## src/design/rgmd_pkg.sv

```systemverilog
package rgmd_pkg;

   localparam int MAX_SIDE   = 256;
   localparam int IMAGE_SIZE = 4096;

   localparam int DIV_STEPS  = 48;
   localparam int SQRT_STEPS = 24;

   localparam logic [1:0] STATUS_OK     = 2'd0;
   localparam logic [1:0] STATUS_EMPTY  = 2'd1;
   localparam logic [1:0] STATUS_SINGLE = 2'd2;

   localparam logic [2:0] CSR_CENTER_X  = 3'd0;
   localparam logic [2:0] CSR_CENTER_Y  = 3'd1;
   localparam logic [2:0] CSR_RECT_SIZE = 3'd2;
   localparam logic [2:0] CSR_GAP       = 3'd3;
   localparam logic [2:0] CSR_QUADRANT  = 3'd4;
   localparam logic [2:0] CSR_REF_GREEN = 3'd5;

   typedef struct packed {
      logic div_load_mean;
      logic div_load_sd;
      logic div_step;
      logic sqrt_init;
      logic sqrt_step;
      logic latch_mean;
      logic load_out;
   } rgmd_cmd_type;

   typedef struct packed {
      logic count_zero;
      logic count_one;
      logic out_free;
   } rgmd_stat_type;

endpackage

```

## src/design/rgmd_ctrl.sv

```systemverilog
module rgmd_ctrl (
   input  logic                   clock,
   input  logic                   reset,
   input  logic                   req_tvalid,
   input  logic                   req_tlast,
   output logic                   req_tready,
   input  rgmd_pkg::rgmd_stat_type stat,
   output rgmd_pkg::rgmd_cmd_type  cmd
);
   import rgmd_pkg::*;

   localparam logic [2:0] ST_IDLE      = 3'd0;
   localparam logic [2:0] ST_DRAIN     = 3'd1;
   localparam logic [2:0] ST_DECIDE    = 3'd2;
   localparam logic [2:0] ST_DIV_MEAN  = 3'd3;
   localparam logic [2:0] ST_POST_MEAN = 3'd4;
   localparam logic [2:0] ST_DIV_SD    = 3'd5;
   localparam logic [2:0] ST_SQRT      = 3'd6;
   localparam logic [2:0] ST_FINISH    = 3'd7;

   localparam logic [5:0] DivLast  = 6'(DIV_STEPS - 1);
   localparam logic [5:0] SqrtLast = 6'(SQRT_STEPS - 1);

   logic [2:0] state_ff, state_in;
   logic [5:0] step_ff, step_in;

   assign req_tready = (state_ff == ST_IDLE);

   always_comb begin
      state_in = state_ff;
      step_in  = step_ff + 6'd1;
      cmd      = '0;
      unique case (state_ff)
         ST_IDLE: begin
            if (req_tvalid && req_tlast) begin
               state_in = ST_DRAIN;
            end
         end
         ST_DRAIN: begin
            state_in = ST_DECIDE;
         end
         ST_DECIDE: begin
            step_in = '0;
            if (stat.count_zero) begin
               state_in = ST_FINISH;
            end else begin
               cmd.div_load_mean = 1'b1;
               state_in          = ST_DIV_MEAN;
            end
         end
         ST_DIV_MEAN: begin
            cmd.div_step = 1'b1;
            if (step_ff == DivLast) begin
               state_in = ST_POST_MEAN;
            end
         end
         ST_POST_MEAN: begin
            cmd.latch_mean = 1'b1;
            step_in        = '0;
            if (stat.count_one) begin
               state_in = ST_FINISH;
            end else begin
               cmd.div_load_sd = 1'b1;
               state_in        = ST_DIV_SD;
            end
         end
         ST_DIV_SD: begin
            cmd.div_step = 1'b1;
            if (step_ff == DivLast) begin
               cmd.sqrt_init = 1'b1;
               step_in       = '0;
               state_in      = ST_SQRT;
            end
         end
         ST_SQRT: begin
            cmd.sqrt_step = 1'b1;
            if (step_ff == SqrtLast) begin
               state_in = ST_FINISH;
            end
         end
         ST_FINISH: begin
            if (stat.out_free) begin
               cmd.load_out = 1'b1;
               state_in     = ST_IDLE;
            end
         end
         default: begin
            state_in = ST_IDLE;
         end
      endcase
   end

   always_ff @(posedge clock) begin
      if (reset) begin
         state_ff <= ST_IDLE;
         step_ff  <= '0;
      end else begin
         state_ff <= state_in;
         step_ff  <= step_in;
      end
   end

   a_frame_end_drains: assert property (@(posedge clock) disable iff (reset)
      (req_tvalid && req_tready && req_tlast) |=> (state_ff == ST_DRAIN))
      else $error("frame end not followed by drain");

   a_div_step_bound: assert property (@(posedge clock) disable iff (reset)
      (state_ff == ST_DIV_MEAN || state_ff == ST_DIV_SD) |-> (step_ff <= DivLast))
      else $error("divider step count overrun");

   a_sqrt_step_bound: assert property (@(posedge clock) disable iff (reset)
      (state_ff == ST_SQRT) |-> (step_ff <= SqrtLast))
      else $error("root step count overrun");

endmodule

```

## src/design/rgmd_dp.sv

```systemverilog
module rgmd_dp (
   input  logic                    clock,
   input  logic                    reset,
   input  logic                    csr_we,
   input  logic [2:0]              csr_addr,
   input  logic [11:0]             csr_wdata,
   input  logic                    req_tvalid,
   input  logic                    req_tready,
   input  logic [11:0]             pixel_row,
   input  logic [11:0]             pixel_col,
   input  logic [7:0]              green,
   input  rgmd_pkg::rgmd_cmd_type  cmd,
   output rgmd_pkg::rgmd_stat_type stat,
   input  logic                    rsp_tready,
   output logic                    rsp_tvalid,
   output logic [15:0]             mean_green,
   output logic [15:0]             std_dev,
   output logic [16:0]             pixel_total,
   output logic [1:0]              status
);
   import rgmd_pkg::*;

   localparam logic [1:0]  QUAD_UL = 2'd0;
   localparam logic [1:0]  QUAD_UR = 2'd1;
   localparam logic [1:0]  QUAD_LL = 2'd3;
   localparam logic [12:0] MaxSide = 13'(MAX_SIDE);
   localparam logic [17:0] ImgSize = 18'(IMAGE_SIZE);

   logic [11:0] center_x_ff, center_y_ff, gap_ff, ref_green_ff;
   logic [8:0]  rect_size_ff;
   logic [1:0]  quadrant_ff;

   always_ff @(posedge clock) begin
      if (reset) begin
         center_x_ff  <= '0;
         center_y_ff  <= '0;
         rect_size_ff <= 9'd16;
         gap_ff       <= '0;
         quadrant_ff  <= '0;
         ref_green_ff <= '0;
      end else if (csr_we) begin
         unique case (csr_addr)
            CSR_CENTER_X:  center_x_ff  <= csr_wdata;
            CSR_CENTER_Y:  center_y_ff  <= csr_wdata;
            CSR_RECT_SIZE: rect_size_ff <= csr_wdata[8:0];
            CSR_GAP:       gap_ff       <= csr_wdata;
            CSR_QUADRANT:  quadrant_ff  <= csr_wdata[1:0];
            CSR_REF_GREEN: ref_green_ff <= csr_wdata;
            default: ;
         endcase
      end
   end

   // region test
   logic [12:0]        side_w;
   logic signed [15:0] side_s, gap_s, cx_s, cy_s, row_s, col_s, r0, c0;
   logic               in_image, roi_hit, accept;

   always_comb begin
      side_w = (13'(rect_size_ff) > MaxSide) ? MaxSide : 13'(rect_size_ff);
      side_s = signed'({3'b000, side_w});
      gap_s  = signed'({4'b0000, gap_ff});
      cx_s   = signed'({4'b0000, center_x_ff});
      cy_s   = signed'({4'b0000, center_y_ff});
      row_s  = signed'({4'b0000, pixel_row});
      col_s  = signed'({4'b0000, pixel_col});
      r0 = (quadrant_ff == QUAD_UL || quadrant_ff == QUAD_UR) ? (cy_s - side_s - gap_s)
                                                                : (cy_s + gap_s);
      c0 = (quadrant_ff == QUAD_UL || quadrant_ff == QUAD_LL) ? (cx_s - side_s - gap_s)
                                                                : (cx_s + gap_s);
      in_image = ({6'b0, pixel_row} < ImgSize) && ({6'b0, pixel_col} < ImgSize);
      roi_hit  = in_image && (row_s >= r0) && (row_s < r0 + side_s)
                 && (col_s >= c0) && (col_s < c0 + side_s);
   end

   assign accept = req_tvalid && req_tready;

   // first stage: square of deviation
   logic [11:0] g16, diff;
   logic        p_add_ff;
   logic [7:0]  p_green_ff;
   logic [23:0] p_sq_ff;

   always_comb begin
      g16  = {green, 4'b0000};
      diff = (g16 >= ref_green_ff) ? (g16 - ref_green_ff) : (ref_green_ff - g16);
   end

   always_ff @(posedge clock) begin
      if (reset) begin
         p_add_ff <= 1'b0;
      end else begin
         p_add_ff <= accept && roi_hit;
      end
   end

   always_ff @(posedge clock) begin
      if (accept) begin
         p_green_ff <= green;
         p_sq_ff    <= diff * diff;
      end
   end

   // second stage: saturating accumulators
   logic [16:0] count_ff, count_in;
   logic [23:0] sum_ff, sum_in;
   logic [39:0] sq_ff, sq_in;
   logic [17:0] count_w;
   logic [24:0] sum_w;
   logic [40:0] sq_w;

   always_comb begin
      count_w  = {1'b0, count_ff} + 18'd1;
      sum_w    = {1'b0, sum_ff} + 25'(p_green_ff);
      sq_w     = {1'b0, sq_ff} + 41'(p_sq_ff);
      count_in = count_ff;
      sum_in   = sum_ff;
      sq_in    = sq_ff;
      if (cmd.load_out) begin
         count_in = '0;
         sum_in   = '0;
         sq_in    = '0;
      end else if (p_add_ff) begin
         count_in = count_w[17] ? '1 : count_w[16:0];
         sum_in   = sum_w[24] ? '1 : sum_w[23:0];
         sq_in    = sq_w[40] ? '1 : sq_w[39:0];
      end
   end

   always_ff @(posedge clock) begin
      if (reset) begin
         count_ff <= '0;
         sum_ff   <= '0;
         sq_ff    <= '0;
      end else begin
         count_ff <= count_in;
         sum_ff   <= sum_in;
         sq_ff    <= sq_in;
      end
   end

   // restoring divider, one quotient bit per cycle; quotient register doubles as root operand
   logic [16:0] div_rem_ff, div_rem_in, div_den_ff, div_den_in;
   logic [47:0] div_quo_ff, div_quo_in;
   logic [17:0] div_sh, div_sub;
   logic        div_ge;
   logic [25:0] sq_rem_ff, sq_rem_in;
   logic [23:0] root_ff, root_in;
   logic [27:0] sq_sh, sq_trial, sq_sub;
   logic        sq_ge;

   always_comb begin
      div_sh   = {div_rem_ff, div_quo_ff[47]};
      div_sub  = div_sh - {1'b0, div_den_ff};
      div_ge   = (div_sh >= {1'b0, div_den_ff});
      sq_sh    = {sq_rem_ff, div_quo_ff[47:46]};
      sq_trial = {2'b00, root_ff, 2'b01};
      sq_sub   = sq_sh - sq_trial;
      sq_ge    = (sq_sh >= sq_trial);

      div_rem_in = div_rem_ff;
      div_den_in = div_den_ff;
      div_quo_in = div_quo_ff;
      sq_rem_in  = sq_rem_ff;
      root_in    = root_ff;

      if (cmd.div_load_mean) begin
         div_rem_in = '0;
         div_den_in = count_ff;
         div_quo_in = 48'({sum_ff, 8'h00}) + 48'(count_ff[16:1]);
      end else if (cmd.div_load_sd) begin
         div_rem_in = '0;
         div_den_in = count_ff - 17'd1;
         div_quo_in = {sq_ff, 8'h00};
      end else if (cmd.div_step) begin
         div_rem_in = div_ge ? div_sub[16:0] : div_sh[16:0];
         div_quo_in = {div_quo_ff[46:0], div_ge};
      end else if (cmd.sqrt_step) begin
         div_quo_in = {div_quo_ff[45:0], 2'b00};
      end

      if (cmd.sqrt_init) begin
         sq_rem_in = '0;
         root_in   = '0;
      end else if (cmd.sqrt_step) begin
         sq_rem_in = sq_ge ? sq_sub[25:0] : sq_sh[25:0];
         root_in   = {root_ff[22:0], sq_ge};
      end
   end

   always_ff @(posedge clock) begin
      div_rem_ff <= div_rem_in;
      div_den_ff <= div_den_in;
      div_quo_ff <= div_quo_in;
      sq_rem_ff  <= sq_rem_in;
      root_ff    <= root_in;
   end

   logic [15:0] mean_ff;

   always_ff @(posedge clock) begin
      if (cmd.latch_mean) begin
         mean_ff <= (|div_quo_ff[47:16]) ? 16'hFFFF : div_quo_ff[15:0];
      end
   end

   // result register
   logic        rsp_valid_ff;
   logic [15:0] rsp_mean_ff, rsp_sd_ff;
   logic [16:0] rsp_total_ff;
   logic [1:0]  rsp_status_ff, status_w;

   always_comb begin
      if (count_ff == 17'd0) begin
         status_w = STATUS_EMPTY;
      end else if (count_ff == 17'd1) begin
         status_w = STATUS_SINGLE;
      end else begin
         status_w = STATUS_OK;
      end
   end

   always_ff @(posedge clock) begin
      if (reset) begin
         rsp_valid_ff <= 1'b0;
      end else if (cmd.load_out) begin
         rsp_valid_ff <= 1'b1;
      end else if (rsp_tready) begin
         rsp_valid_ff <= 1'b0;
      end
   end

   always_ff @(posedge clock) begin
      if (cmd.load_out) begin
         rsp_status_ff <= status_w;
         rsp_total_ff  <= count_ff;
         rsp_mean_ff   <= (status_w == STATUS_EMPTY) ? 16'h0000 : mean_ff;
         if (status_w == STATUS_OK) begin
            rsp_sd_ff <= (|root_ff[23:16]) ? 16'hFFFF : root_ff[15:0];
         end else begin
            rsp_sd_ff <= 16'h0000;
         end
      end
   end

   assign stat.count_zero = (count_ff == 17'd0);
   assign stat.count_one  = (count_ff == 17'd1);
   assign stat.out_free   = !rsp_valid_ff || rsp_tready;

   assign rsp_tvalid  = rsp_valid_ff;
   assign mean_green  = rsp_mean_ff;
   assign std_dev     = rsp_sd_ff;
   assign pixel_total = rsp_total_ff;
   assign status      = rsp_status_ff;

   a_load_when_free: assert property (@(posedge clock) disable iff (reset)
      cmd.load_out |-> (!rsp_valid_ff || rsp_tready))
      else $error("result register overwritten");

   a_clear_after_load: assert property (@(posedge clock) disable iff (reset)
      cmd.load_out |=> (count_ff == 17'd0 && rsp_valid_ff))
      else $error("accumulators not cleared on transfer");

   a_empty_consistent: assert property (@(posedge clock) disable iff (reset)
      (count_ff == 17'd0) |-> (sum_ff == 24'd0 && sq_ff == 40'd0))
      else $error("accumulators disagree on empty region");

endmodule

```

## src/design/roi_green_mean_and_deviation.sv

```systemverilog
// Pixels: one transfer per cycle while idle; each pixel inside the region is registered in
// the first stage, then added to the saturating sums. Frame end: after drain and decide, an
// empty region goes straight to finish, a single pixel runs the mean divide, otherwise the
// mean divide, deviation divide and square root run; finish waits on a stalled receiver.
// No pixel is taken from frame end until the result is in the output register.
// Synchronous active-high reset: registers to their defaults (rect_size 16), sums cleared.
module roi_green_mean_and_deviation (
   input  logic        clock,
   input  logic        reset,
   input  logic        csr_we,
   input  logic [2:0]  csr_addr,
   input  logic [11:0] csr_wdata,
   input  logic        req_tvalid,
   output logic        req_tready,
   input  logic [31:0] req_tdata,   // pixel_row[11:0], pixel_col[23:12], green[31:24]
   input  logic        req_tlast,
   output logic        rsp_tvalid,
   input  logic        rsp_tready,
   output logic [55:0] rsp_tdata,   // mean_green[15:0], std_dev[31:16], pixel_total[48:32]
   output logic [1:0]  rsp_tuser    // status[1:0]
);
   import rgmd_pkg::*;

   rgmd_cmd_type  cmd;
   rgmd_stat_type stat;
   logic [15:0]   mean_green, std_dev;
   logic [16:0]   pixel_total;

   rgmd_ctrl u_ctrl (
      .clock      (clock),
      .reset      (reset),
      .req_tvalid (req_tvalid),
      .req_tlast  (req_tlast),
      .req_tready (req_tready),
      .stat       (stat),
      .cmd        (cmd)
   );

   rgmd_dp u_dp (
      .clock       (clock),
      .reset       (reset),
      .csr_we      (csr_we),
      .csr_addr    (csr_addr),
      .csr_wdata   (csr_wdata),
      .req_tvalid  (req_tvalid),
      .req_tready  (req_tready),
      .pixel_row   (req_tdata[11:0]),
      .pixel_col   (req_tdata[23:12]),
      .green       (req_tdata[31:24]),
      .cmd         (cmd),
      .stat        (stat),
      .rsp_tready  (rsp_tready),
      .rsp_tvalid  (rsp_tvalid),
      .mean_green  (mean_green),
      .std_dev     (std_dev),
      .pixel_total (pixel_total),
      .status      (rsp_tuser)
   );

   assign rsp_tdata = {7'b0000000, pixel_total, std_dev, mean_green};

endmodule

```

## config.mk

```make
export PLATFORM = sky130hd
export DESIGN_NAME = roi_green_mean_and_deviation
export DESIGN_NICKNAME = d
export VERILOG_FILES = /design/src/design/rgmd_pkg.sv /design/src/design/rgmd_ctrl.sv /design/src/design/rgmd_dp.sv /design/src/design/roi_green_mean_and_deviation.sv
export SDC_FILE = /design/constraint.sdc
export NUM_CORES = 1
export LEC_CHECK = 0
export BUFFER_PORTS_ARGS = -buffer_cell sky130_fd_sc_hd__buf_2
export CAP_MARGIN = 20
export CORE_ASPECT_RATIO = 0.9
export CORE_MARGIN = 4
export CORE_UTILIZATION = 58
export DETAILED_ROUTE_END_ITERATION = 10
export PLACE_DENSITY = 0.83
export SLEW_MARGIN = 10
export SYNTH_ARGS = -nofsm -noshare
export SYNTH_HDL_FRONTEND = slang
export SYNTH_SLANG_ARGS = --single-unit
```

## constraint.sdc

```tcl
create_clock -name clock -period 8.92 [get_ports clock]
set_input_delay 0.892 -clock clock [delete_from_list [all_inputs] [get_ports clock]]
set_output_delay 0.892 -clock clock [all_outputs]
set_load 0.01 [all_outputs]
```

======== Word-level counts from Yosys, hierarchy flattened ========
Index checks and enable logic that the tools add are counted.
word-level totals
  register bits ........................... 382
  memories ................................ 0
  RAM bits ................................ 0
  latch bits .............................. 0
  ROM bits ................................ 0
  bits of input ports ..................... 53
  output and inout bits ................... 60
cells by class
  shift operators ......................... 0
  bitwise logic cells ..................... 0
  $mul .................................... 1
  add/subtract/negate cells ............... 18
  divide/modulo/power cells ............... 0
  eq/ne operators ......................... 23
  magnitude comparators ................... 8
  mux-type cells .......................... 41
  reductions and logical operators ........ 31
operator list
  cell                     number
  $mux W48                 4
  $mux W17                 4
  $mux W16                 3
  $add A40 B24 Y41         1
  $mux W40                 1
  $add A32 B16 Y33         1
  $add A16 B14 Y16         2
  $ge A13 B16 Y1           2
  $lt A13 B16 Y1           2
  $reduce_or A32 Y1        1
  $sub A16 B13 Y16         2
  $ge A28 B26 Y1           1
  $sub A12 B13 Y14         2
  $add A12 B12 Y13         2
  $mux W26                 1
  $sub A26 B26 Y26         1
  $add A24 B8 Y25          1
  $mul A12 B12 Y24         1
  $mux W24                 1
  $pmux W3 S8              1
  $sub A12 B12 Y12         2
  $add A17 B1 Y18 const B  1
  $eq A3 B3 Y1 const B     6
  $ge A18 B17 Y1           1
  33 further kinds         78

======== Longest topological paths before layout ========
Gate-level depths: netlist of the first run.
  depth in word-level cells ............... 11
  gate-level depth with buffers ........... 31

======== By module ========
From an unflattened synthesis of the first run, not the netlist that was laid out.
second synthesis, totals
  cell total of the unflattened synthesis .. 3,376
  area total of the unflattened synthesis .. 29,624.7 µm²
by module, submodules not included
  module                        instances  seq. area each (µm²)  cells each  area an instance (µm²)
  rgmd_dp                       1          9,078.7               3,300       29,044.1
  rgmd_ctrl                     1          180.2                 68          524.3
  roi_green_mean_and_deviation  1          0.0                   8           56.3

======== Worst setup path after synthesis of the first run ========
No wires, ideal clock.
  path kind ............................... input to register
  from .................................... in req_tdata[25]
  to ...................................... reg u_dp.p_sq_ff[23], data pin
  cell stages on the path ................. 28
  required time ........................... 8.658 ns
  path buffers ............................ 1
  data arrival time ....................... 8.158 ns
  slack ................................... 0.500 ns
  cell sequence ........................... inv_1 ha_1 or2_2 a21oi_1 a21oi_1 and3b_1 a2111oi_2 mux2i_1 o221ai_1 xnor2_1 clkbuf_1 nor2_1 fa_1 fa_1 inv_1 fa_1 fa_1 inv_1 fa_1 ha_1 a21o_1 a21oi_1 a31oi_1 a41o_1 o41a_1 a21oi_1 o21bai_1 xor2_1
between the ends
  longest elaborated chain between the ends .. 3
RTL lines
  what                                                       RTL line                            text
  from (decl)                                                roi_green_mean_and_deviation.sv:15  input logic [31:0] req_tdata,
  $sub A12 B12 Y12 / $ge A12 B12 Y1 (equally long branches)  rgmd_dp.sv:86                       diff = (g16 >= ref_green_ff) ? (g16 - ref_green_ff) : (ref_green_ff - g16);
  $mux W12 *                                                 rgmd_dp.sv:86
  $mul A12 B12 Y24 *                                         rgmd_dp.sv:100                      p_sq_ff <= diff * diff;
  to (signal assigned)                                       rgmd_dp.sv:100
  to (decl)                                                  rgmd_dp.sv:82                       logic [23:0] p_sq_ff;
Mark *: on every way between the ends. The rest lies on a longest branch, timed or not.
A chain may end at the register's enable or synchronous reset.

======== Final worst setup path of the first run ========
Same ends and word-level chain as after synthesis.

==> results of run 1 <==
-- logic make-up (layout without fill, tap and decap cells) --
| group | after synthesis | after routing | synth area share (%) |
|---|---|---|---|
| buffers and inverters | 404 | 479 | 5.38 |
| AND/OR/NAND/NOR | 1050 | 1050 | 16.9 |
| adder cells (fa/ha/maj) | 386 | 386 | 19.0 |
| flip-flops | 381 | 381 | 32.0 |
| AO/OA/AOI/OAI | 826 | 826 | 17.8 |
| multiplexers | 62 | 62 | 2.17 |
| XOR/XNOR | 224 | 224 | 6.77 |
| other | 1 | 8 | 0.0129 |
-- layer usage --
metal	up-vias	global-route usage, %
li1	11800	-
met4	2	6.22
met5	-	0
met1	11200	34.5
met2	780	40.7
met3	121	5.05
-- path summary, 6_finish.rpt --
kind	from	to	cells after the start
worst max-delay path	req_tdata[25]	u_dp.p_sq_ff[23]$_DFFE_PP_	31
worst min-delay path	u_ctrl.step_ff[0]$_SDFF_PP0_	u_ctrl.step_ff[0]$_SDFF_PP0_	1
worst max register to register	u_dp.ref_green_ff[0]$_SDFFE_PP0P_	u_dp.p_sq_ff[23]$_DFFE_PP_	29
worst min register to register	u_ctrl.step_ff[0]$_SDFF_PP0_	u_ctrl.step_ff[0]$_SDFF_PP0_	1
-- sequential cells by signal (all words and copies together) (netlist names), 8 cells and up --
register / cells
u_dp.pixel_total: 17
u_dp.center_y_ff: 12
u_dp.div_rem_ff: 17
u_dp.p_green_ff: 8
u_dp.center_x_ff: 12
u_dp.count_ff: 17
u_dp.div_den_ff: 17
u_dp.p_sq_ff: 23
u_dp.sq_rem_ff: 26
u_dp.mean_green: 16
u_dp.div_quo_ff: 48
u_dp.sum_ff: 24
u_dp.ref_green_ff: 12
u_dp.rect_size_ff: 9
u_dp.mean_ff: 16
u_dp.std_dev: 16
u_dp.root_ff: 24
u_dp.sq_ff: 40
u_dp.gap_ff: 12
-- stage by stage --
step,hold slack (ns),util [%],total power (W),cell area [um2]
finish,0.440,63.8,0.00825,31400
global route,0.472,63.8,0.00892,31400
CTS,0.443,63.8,0.00825,31400
detailed placement,0.434,61.1,0.00652,30100
global placement,0.424,61.1,0.00639,30100
floorplan,0.403,-,0.00568,29000
-- final cells by class --
cell class / instances / area [um2]
timing repair buffer: 135 / 763
sequential: 381 / 9260
fill: 4010 / 17800
clock inverter: 16 / 173
clock buffer: 59 / 1140
inverter: 269 / 1010
multi-input combinational: 2555 / 18200
antenna: 1 / 2.50
tap: 671 / 840
-- cells in the mapped netlist, drive strengths merged (42+ instances only) --
master and number:
a21o 75, a21oi 282, clkbuf 119, dfxtp 218, edfxtp 163, fa 91, ha 295, inv 266
mux2i 56, nand2 383, nand3 81, nor2 269, nor2b 42, nor3 58, o211ai 42, o21ai 191
xnor2 136, xor2 88
-- power breakdown --
group | switching [W] | internal [W]
combinational | 0.00231 | 0.00178
sequential | 0.000215 | 0.00227
clock | 0.000722 | 0.000962
total | 0.00324 | 0.00501
==> impl_metrics.ini, run 1 <==
[routing]
met3_length_um = 5630
ant_nets = 0
routed_wirelength_um = 68400
drt_iter0_drc = 2196
dr_wl_met2_um = 30900
met1Wirelength_um = 30500
post_drt_via_cell_ratio = 5.86
drc_errors = 0
dr.pass1.iters = 8
vias = 24000
post_drt_wl_per_cell_um = 16.7
highest_layer = met5

[critical_path]
slowest_delay_ns = 0.56
critPathMaxFanout = 17
rrSetupSlack_ns = 0.86
critical_path_class = primary input to flip-flop
cp_data_arrival_time_ns = 8.38
cp.required_ns = 9.22
crit_family = adder cells
critPathBufInv = 7
start_kind = primary input
crit_path_frequent_cell = fa_1
critPathCaptureType = flip-flop
cpMaxStageDelayCell = fa_1

[logic_synthesis]
synth_seq_cells = 381
synth_top_area_share_pct = 16.9
yosys_warnings = 0
ys_top_cells_by_area = edfxtp_1 17%, dfxtp_1 15%, ha_1 13%
ys_seq_area_share_pct = 32.0
synth_top_area_cell = edfxtp_1
yosysUniqueCellTypes = 82
ys.flop_type = dfxtp_1
syn_area_per_cell_um2 = 8.69
syn_area_um2 = 29000
synth_edf_count = 163
postSynth.asyncResetShare_pct = 0
synthCells = 3334

[timing]
hold_viol = 0
tightest_slew_ns = 1.03
setup_ws_ns = 0.838
finalCritPeriodShare_pct = 90.6
fin_skew_ns = 0.0237
finalCriticalPeriod_ns = 8.08
slew_violations = 0
timing.slew.headroom_pct = 31.2
tns_ns = 0
fmax_ghz = 0.124
rsz0062_at_grt = no
finalSetupViolCount = 0

[cts]
root_buffer = clkbuf_16
insertion_delay_ns = 0.56
cts_hold_buf = 0
cts_buffer_depth = 3
cts_made_buffers = 41
clk_pin_slew_ns = 0.06
clkSinkCount = 381
htree_levels = 2
cts_tree = yes
postCtsSetupBuffers = 0
cts_resized = 0

[power]
ir_drop_v = 0.000316
leakage_nw = 13.7
p_per_area_nw_per_um2 = 263

[floorplan]
dieHeight_um = 220
die_w_um = 244
rows = 77
start_util_pct = 58.9
core-area_um2 = 49200
io_pins = 113
dieArea_um2 = 53600

[hold_path]
hold_class = flip-flop to flip-flop

[placed_design]
io_buffers = 105
dp_cells = 4010
dpl.hpwl_um = 51500
routabilityCongestion = 0.919
dpl_worst_slack_ns = 0.302

[global_routing]
grt_start_max_net_pins = 83
grt_pass1_vias = 22800
grt_usage_pct = 25.0
antenna_found_initial = 3
grt-ovfl-total = 0
grt_pass1_wl_um = 112000

[run]
drv_cap = 0

[final_layout]
area_delta_synth_final_pct = 8.46
layout.cells.non_filler = 4087
drive_gt1_share_pct = 7.47
final_common_cell = nand2_1
finalNetCount = 3822
final_cell_mix = 380 x nand2_1, 295 x ha_1, 281 x a21oi_1

[status]
status = complete, no violations
(Power assumes the default switching activity.)
==> run 2: changes to the inputs <==
CORE_UTILIZATION = 60   (was 58)
clock period = 9.6 ns   (was 8.92 ns; I/O delays follow)
==> run 2 against run 1 <==
Wire length down 0.39%. Die area fell by 3.2%. Sequential power down 7%. Worst setup slack better by 0.58 ns. Design area unchanged. Cell count fell by 1.1%. Worst hold slack worse by 0.0027 ns. Global-route usage is 0.97 points higher. Core utilization up 1.9 points. First-iteration DRC count is 3.8% lower. Largest power group unchanged.
==> impl_metrics.ini, run 2 (synthesis gave the netlist of run 1 again) <==
[timing]
slew_violations = 0
finalCritPeriodShare_pct = 85.2
hold_viol = 0
fmax_ghz = 0.122
finalCriticalPeriod_ns = 8.18
tightest_slew_ns = 1.06
tns_ns = 0
timing.slew.headroom_pct = 29.5
fin_skew_ns = 0.0307
rsz0062_at_grt = no
finalSetupViolCount = 0

[critical_path]
rr_worst_depth = 29
cpMaxStageDelayCell = fa_1
rrSetupSlack_ns = 1.55
startpoint = req_tdata[25]
critPathCaptureType = flip-flop
cp.required_ns = 9.92
timing.critical_path.to = u_dp.p_sq_ff[23]$_DFFE_PP_
crit_path_frequent_cell = fa_1
critical_path_class = primary input to flip-flop
start_kind = primary input
cp_data_arrival_time_ns = 8.50
rr_endpoint = u_dp.p_sq_ff[23]$_DFFE_PP_
critPathMaxFanout = 17
r2r_start = u_dp.ref_green_ff[5]$_SDFFE_PP0P_
slowest_delay_ns = 0.55

[cts]
clkSinkCount = 381
insertion_delay_ns = 0.59
cts_buffer_depth = 3
postCtsSetupBuffers = 0
clk_pin_slew_ns = 0.06
cts_hold_buf = 0
cts_resized = 0
htree_levels = 2
cts_tree = yes
root_buffer = clkbuf_16
cts_made_buffers = 41

[placed_design]
dpl.hpwl_um = 51000
io_buffers = 105
routabilityCongestion = 0.928
dp_cells = 3962

[hold_path]
hold_path_depth = 1
hold_class = flip-flop to flip-flop

[floorplan]
dieArea_um2 = 51900
dieHeight_um = 216
start_util_pct = 60.6
core-area_um2 = 47800
die_w_um = 240
rows = 76
io_pins = 113

[routing]
routed_wirelength_um = 68100
dr.pass1.iters = 8
post_drt_via_cell_ratio = 5.93
post_drt_wl_per_cell_um = 16.9
drt_iter0_drc = 2112
vias = 24000
ant_nets = 0
drc_errors = 0

[global_routing]
antenna_found_initial = 1
grt_start_max_net_pins = 83
met3_usage_pct = 4.43
grt_pass1_wl_um = 113000
grt_pass1_vias = 23000
grt.met2_usage_pct = 41.4
grt-ovfl-total = 0
busiest_layer = met2
grt_util_met1_pct = 36.8
grt_usage_pct = 26.0

[power]
ir_drop_v = 0.000477
leakage_nw = 13.8
p_per_area_nw_per_um2 = 247

[final_layout]
finalNetCount = 3821
area_delta_synth_final_pct = 8.46
drive_gt1_share_pct = 7.58
final_common_cell = nand2_1
regMostFlops = u_dp.div_quo_ff
largest_reg_flops = 48
final_cell_mix = 380 x nand2_1, 295 x ha_1, 281 x a21oi_1
top_regs = u_dp.div_quo_ff x48, u_dp.sq_ff x40, u_dp.sq_rem_ff x26
layout.cells.non_filler = 4040

[run]
drv_cap = 0

[status]
status = complete, no violations
## run 2: cell count changes in the layout (fill, tap and decap cells not counted), sizes merged
cell,before,now
clkinv,12,10
inv,268,271
buf,135,134
## run 2: final cells by class
type                    count  area [um2]
diodes                      1        2.50
clock buffers              59        1210
clock inverters            17         178
fillers                  3762       16400
inverters                 269        1010
multi-input cells        2555       18200
flip-flops and latches    381        9260
well taps                 624         781
repair buffers            134         756
## run 2: worst min-delay path by stage
stage | slack [ns] | from | end
CTS | 0.44 | u_ctrl.step_ff[0]$_SDFF_PP0_ | u_ctrl.step_ff[0]$_SDFF_PP0_
detailed placement | 0.43 | u_ctrl.step_ff[0]$_SDFF_PP0_ | u_ctrl.step_ff[0]$_SDFF_PP0_
global placement | 0.42 | u_ctrl.step_ff[0]$_SDFF_PP0_ | u_ctrl.step_ff[0]$_SDFF_PP0_
floorplan | 0.40 | u_dp.count_ff[3]$_SDFFE_PP0P_ | u_dp.pixel_total[3]$_DFFE_PP_
finish | 0.44 | u_ctrl.step_ff[0]$_SDFF_PP0_ | u_ctrl.step_ff[0]$_SDFF_PP0_
global route | 0.47 | u_dp.rect_size_ff[0]$_SDFFE_PP0P_ | u_dp.rect_size_ff[0]$_SDFFE_PP0P_
## run 2: report_power, final
part | switching, W | internal [W] | leakage, nW | total, W
Combinational | 0.00217 | 0.00166 | 9.81 | 0.00383
Sequential | 0.000200 | 0.00211 | 3.27 | 0.00231
Clock | 0.000690 | 0.000939 | 0.673 | 0.00163
Total | 0.00306 | 0.00471 | 13.8 | 0.00777
## run 2: per-stage QoR
step / setup slack (ns) / area, um2 / utilization (%) / total power, W / hold WS [ns]
global route: 0.934 / 31400 / 65.7 / 0.00841 / 0.474
CTS: 1.48 / 31400 / 65.7 / 0.00777 / 0.443
global placement: 1.05 / 30000 / 62.8 / 0.00600 / 0.424
finish: 1.42 / 31400 / 65.7 / 0.00777 / 0.437
floorplan: 1.11 / 29000 / - / 0.00528 / 0.403
detailed placement: 0.885 / 30000 / 62.8 / 0.00610 / 0.431
## run 2: layer usage
layer	part of all wire [%]	wire length (um)
met2	45	30600
met4	2.2	1480
met3	7.6	5160
met5	0	0
met1	45	30800
## run 2: worst max-delay path: cells and delay by family
kind | cells | cell delay [ns]
XOR/XNOR | 2 | 0.33
AND/OR/NAND/NOR | 3 | 0.79
adder cells (fa/ha/maj) | 7 | 3.16
AO/OA/AOI/OAI | 11 | 2.13
buffers and inverters | 7 | 0.82
multiplexers | 1 | 0.28
